## src/rtl/fea_pkg.sv

```systemverilog
// ----------------------------------------------------------------------------
// fea_pkg
// Shared types and constants for the free extent allocator: the extent
// record, result status codes and the controller/datapath interface structs.
// ----------------------------------------------------------------------------
package fea_pkg;

    // Size of the single extent that covers everything after reset.
    localparam logic [31:0] SIZE_ALL = 32'hFFFF_FFFF;

    // Result status codes.
    localparam logic [1:0] ST_OK    = 2'd0;
    localparam logic [1:0] ST_FULL  = 2'd1;
    localparam logic [1:0] ST_NOFIT = 2'd2;

    // One free extent as held in the list memory.
    typedef struct packed {
        logic [31:0] off;
        logic [31:0] size;
    } t_extent;

    // Streaming mode of the list walker.
    typedef enum logic [1:0] {
        M_NONE,
        M_SCAN,
        M_UP,
        M_DN
    } t_mode;

    // Commands from the controller to the datapath.
    typedef struct packed {
        logic  start;
        t_mode mode;
        logic  decide;
        logic  count_dec;
        logic  head_write;
        logic  out_load;
    } t_cmd;

    // Status from the datapath to the controller.
    typedef struct packed {
        logic req_free;
        logic full;
        logic exact;
        logic up_done;
        logic dn_done;
    } t_sts;

endpackage

```

## src/rtl/fea_ctrl.sv

```systemverilog
// ----------------------------------------------------------------------------
// fea_ctrl
// Controller of the free extent allocator. Sequences one request through
// routing, list scan, decision, list shift and result hand-off.
// ----------------------------------------------------------------------------
module fea_ctrl (
    input  logic          i_clk,
    input  logic          i_rst_n,
    input  logic          i_req_valid,
    output logic          o_req_ready,
    output logic          o_res_valid,
    input  logic          i_res_ready,
    output fea_pkg::t_cmd o_cmd,
    input  fea_pkg::t_sts i_sts
);
    import fea_pkg::*;

    typedef enum logic [2:0] {
        S_IDLE,
        S_ROUTE,
        S_SCAN,
        S_DECIDE,
        S_SHIFT_UP,
        S_SHIFT_DN,
        S_FINISH
    } t_state;

    t_state r_state;
    t_state n_state;
    logic   r_out_valid;
    t_cmd   cmd;

    // Next state and command decode.
    always_comb begin
        n_state = r_state;
        cmd     = '0;
        cmd.mode = M_NONE;
        unique case (r_state)
            S_IDLE: begin
                if (i_req_valid) begin
                    cmd.start = 1'b1;
                    n_state   = S_ROUTE;
                end
            end
            S_ROUTE: begin
                priority if (i_sts.req_free && i_sts.full) begin
                    n_state = S_FINISH;
                end else if (i_sts.req_free) begin
                    n_state = S_SHIFT_DN;
                end else begin
                    n_state = S_SCAN;
                end
            end
            S_SCAN: begin
                cmd.mode = M_SCAN;
                if (i_sts.exact || i_sts.up_done) begin
                    n_state = S_DECIDE;
                end
            end
            S_DECIDE: begin
                cmd.decide = 1'b1;
                n_state    = i_sts.exact ? S_SHIFT_UP : S_FINISH;
            end
            S_SHIFT_UP: begin
                cmd.mode = M_UP;
                if (i_sts.up_done) begin
                    cmd.count_dec = 1'b1;
                    n_state       = S_FINISH;
                end
            end
            S_SHIFT_DN: begin
                cmd.mode = M_DN;
                if (i_sts.dn_done) begin
                    cmd.head_write = 1'b1;
                    n_state        = S_FINISH;
                end
            end
            S_FINISH: begin
                if (!r_out_valid || i_res_ready) begin
                    cmd.out_load = 1'b1;
                    n_state      = S_IDLE;
                end
            end
            default: begin
                n_state = S_IDLE;
            end
        endcase
    end

    // State and output valid register.
    always_ff @(posedge i_clk) begin
        if (!i_rst_n) begin
            r_state     <= S_IDLE;
            r_out_valid <= 1'b0;
        end else begin
            r_state <= n_state;
            if (cmd.out_load) begin
                r_out_valid <= 1'b1;
            end else if (i_res_ready) begin
                r_out_valid <= 1'b0;
            end
        end
    end

    assign o_cmd       = cmd;
    assign o_req_ready = (r_state == S_IDLE);
    assign o_res_valid = r_out_valid;

endmodule

```

## config.mk

```make
export PLATFORM = sky130hd
export DESIGN_NAME = fea_ctrl
export DESIGN_NICKNAME = d
export VERILOG_FILES = /design/src/rtl/fea_pkg.sv /design/src/rtl/fea_ctrl.sv
export SDC_FILE = /design/constraint.sdc
export NUM_CORES = 1
export LEC_CHECK = 0
export ABC_AREA = 1
export BUFFER_PORTS_ARGS = -buffer_cell sky130_fd_sc_hd__buf_2
export CAP_MARGIN = 10
export CORE_AREA = 3 3 40 42
export DETAILED_ROUTE_END_ITERATION = 12
export DIE_AREA = 0 0 43 45
export PLACE_DENSITY = 0.63
export SYNTH_ARGS = -nofsm -noshare
export SYNTH_HDL_FRONTEND = slang
export SYNTH_SLANG_ARGS = --single-unit
```

## constraint.sdc

```tcl
create_clock -name i_clk -period 1.54 [get_ports i_clk]
set_input_delay 0.308 -clock i_clk [delete_from_list [all_inputs] [get_ports i_clk]]
set_output_delay 0.308 -clock i_clk [all_outputs]
set_load 0.05 [all_outputs]
```

## Word level (Yosys, flattened, before mapping)

Index checks and enable logic that the tools add are counted.

- Equality and inequality tests: 11
- Multiplexer cells: 21
- Reductions and logical operators: 7

Operator list:

| operator | number |
|---|---|
| two-way mux 3 bit | 7 |
| one-hot mux 3 bit (7 select lines) | 1 |
| two-way mux 1 bit | 11 |
| inequality test 2 bit (second input constant) | 5 |
| equality test 3 bit (second input constant) | 3 |
| equality test 3 x 2 -> 1 bit (second input constant) | 2 |
| one-hot mux 2 bit (3 select lines) | 1 |
| AND reduction 5 bit | 1 |
| equality test 3 x 1 -> 1 bit (second input constant) | 1 |
| zero test 3 bit | 1 |
| logical OR 1 bit | 2 |
| two-way mux 2 bit | 1 |
| nonzero test 2 bit | 1 |
| logical AND 1 bit | 1 |
| zero test 1 bit | 1 |

- Flip-flop bits (word level): 4
- Input bits: 9
- Output and inout port bits: 9
- Logic and storage cells: 41

## Longest topological paths before layout

- Depth in word-level cells: 5
- Gate-level depth with buffers: 8
- Mapped depth without buffers: 8

## Worst setup path before layout

Ideal clock, no wire load.

- Path kind: register to output
- Start: reg r_out_valid, in the netlist o_res_valid
- End: out o_cmd[0] in the netlist's numbering
- Arrival: 1.352 ns
- Data required time: 1.232 ns
- Path slack: -0.120 ns
- Cell stages (with the launch flop): 5
- Buffers on the path: 0
- Path through: dfxtp_1 inv_1 or2_2 inv_1 nor2_1

RTL lines:

| what | line | RTL |
|---|---|---|
| from (decl) | fea_ctrl.sv:30 | `logic r_out_valid;` |
| from (signal assigned) | fea_ctrl.sv:94 | `r_out_valid <= 1'b0;` |
| from (signal assigned) | fea_ctrl.sv:98 | `r_out_valid <= 1'b1;` |
| from (signal assigned) | fea_ctrl.sv:100 | `r_out_valid <= 1'b0;` |
| to (decl) | fea_ctrl.sv:13 | `output fea_pkg::t_cmd o_cmd,` |

==> flow_summary.toml <==
[route]
ant_nets = 0
vias_per_cell = 4.28
routed-via-count = 415
routed_wl_um = 838
drtPass1Iterations = 4
wl_per_cell_um = 8.64
drc = 0
initialDrtViolationCount = 3

[placement]
place_hpwl_um = 685
routabilityCongestion = 0.763
postPlaceCellArea_um2 = 463
port_buffers = 17

[clock_network]
clock_sinks = 4
clkTransAtPathRegs_ps = 40
cts_tree = "done"
clockBufferDepth = 2
postCtsHoldBufs = 0
cts-htree-levels = 1
cts_buffers = 3
root_buffer = "clkbuf_4"
clk_latency_ps = 230

[cells_and_area]
fillers = 157
utilization_pct = 40.2
layout-drive-gt1-share_pct = 43.9
num_antenna_cells = 0
design_area_um2 = 517
area_growth_pct = 43.9
num-nets-final = 93

[worst_setup_path]
critical_path.top_delay_family = "simple AND/OR/NAND/NOR gates"
cp.required_ps = 1230
crit_arrival_ps = 1160
critical-path-max-stage-delay_ps = 320
end_kind = "output pin"
worstPathBufferInverterCount = 3
r2r_cells = 6
cpMostUsedCell = "inv_1"
crit_fanout = 3
path_depth = 5
worst_setup_path_start_kind = "register"
slowest_stage = "dfxtp_1"
crit_type = "reg -> out"
crit_chain = "inv_1 > or2_2 > inv_1 > nor2_2 > buf_6"

[pwr]
p_comb_share_pct = 69.8
vdd_drop_max_mv = 0.858
power.share.sequential_pct = 19.7
switching_power_uw = 695
switching_share_pct = 58.3
p_leak_uw = 0.000314
p_int_uw = 498
clock_power_share_pct = 10.5
power_density_nw_per_um2 = 2310

[timing]
skew_ps = 1.04
setup_viol = 0
setup_tns_ps = 0
rsz0062_at_grt = "true"
max-slew-margin-rel_pct = 83.5
whs_ps = 316
worstMarginPinSlew_ps = 250
fin_crit_ps = 1470
fmax_mhz = 682
final_max_slew_viol_count = 0
period_share_pct = 95.2
hold_viol_final = 0

[die]
ios = 18
dieArea_um2 = 1940
die_w_um = 43
coreArea_um2 = 1280
die_h_um = 45
start_util_pct = 27.9
rows = 13

[run]
cap_violations = 0

[hold_path]
hold_path.class = "in -> reg"
min_path_cells = 3

[yosys]
syn_area_um2 = 359
yosys-top-cells-area = "dfxtp_1 (22%), nand3_1 (14%), inv_1 (11%), nand2_1 (11%), nor2_1 (11%)"
synthFlopType = "dfxtp_1"
synth_edf_count = 0
yosysSeqAreaShare_pct = 22.3
synth.top_cell.area_share_pct = 22.3
synth_area_leader_cell = "dfxtp_1"
syn_area_per_cell_um2 = 5.70
synth-seq-cells = 4
synthArstFlopShare_pct = 0
ys_types = 14
yosys_warnings = 0
ys_top_cells_by_count = "inv_1 (11), nand2_1 (11), nor2_1 (11), nand3_1 (10), a21oi_1 (5)"
synth_nets = 72
synthCells = 63

[grt]
grt_use_total_pct = 9.08
grt_max_degree = 10
antenna_found_initial = 0
grt_pass1_vias = 345
grt_pass1_wl_um = 1310
grt_overflow_total = 0

[run_status]
status = "complete, no violations"
## area by class of cell
cell class              count  area, um^2  share of cell area, %
multi-input cells          45         230                   44.6
repair buffers             17         110                   21.3
flip-flops and latches      4        83.8                   16.2
inverters                  13        51.3                   9.93
clock buffers               3        22.5                   4.36
well taps                  15        18.8                   3.63
## worst paths after layout
path | startpoint | to | slack [ps]
setup reg to reg | o_res_valid | r_state[2] | 380
setup / recovery | o_res_valid | o_cmd[0] | 70
hold reg to reg | r_state[0] | r_state[0] | 540
hold / removal | i_rst_n | r_state[2] | 320
## kinds of logic (layout without fill, tap and decap cells)
kind of cell / count (synthesis) / in the layout / synth area share (%)
flops: 4 / 4 / 22.3
simple gates: 40 / 40 / 55.1
compound gates: 5 / 5 / 6.97
buf+inv: 14 / 33 / 15.7
## what timing repair did
action | 4_1_cts | 5_1_grt
setup endpoints to repair | 6 | 8
resized for setup | 5 | 8
setup buffers | 0 | 0
## power by group through the flow
stage / Clock, uW / Combinational, uW / Sequential [uW]
after floorplan: 0 / 694 / 189
after global placement: 0 / 793 / 219
after detailed placement: 0 / 795 / 222
after CTS: 133 / 807 / 224
after global routing: 142 / 914 / 246
final: 125 / 833 / 235
## flip-flops by register name, summed over array words and instances (netlist names)
register     count
o_res_valid      1
r_state          3
## worst min-delay path, delay by kind of cell
family / cells / cell delay (ps)
buf+inv: 1 / 110
simple gates: 2 / 90
## cells in the final DEF, fill, tap and decap left out
master	netlist	routed
a21oi_1	5	5
buf_2	0	10
buf_4	1	2
buf_6	0	2
clkbuf_4	0	6
dfxtp_1	4	1
dfxtp_2	0	3
inv_1	11	11
inv_2	2	1
inv_4	0	1
nand2_1	11	11
nand2_2	1	1
nand3_1	10	10
nand3_2	1	1
nand4_2	1	1
nor2_1	11	8
nor2_2	3	6
nor2_4	1	1
or2_2	1	1
## per-stage QoR
step,power (uW),std cells,setup slack [ps]
2_1_floorplan,884,63,-0.780
3_3_place_gp,1010,94,171
3_5_place_dp,1020,94,148
4_1_cts,1160,97,0.860
5_1_grt,1300,97,-12.2
6_report,1190,97,73.9
## per-layer routing
metal / global-route usage [%] / up-vias / wire [um]
li1: - / 235 / -
met5: 0 / - / 0
met4: 7.23 / 0 / 0
met2: 13.5 / 12 / 398
met3: 2.39 / 0 / 45
met1: 11.1 / 168 / 394
(Power assumes the default switching activity.)
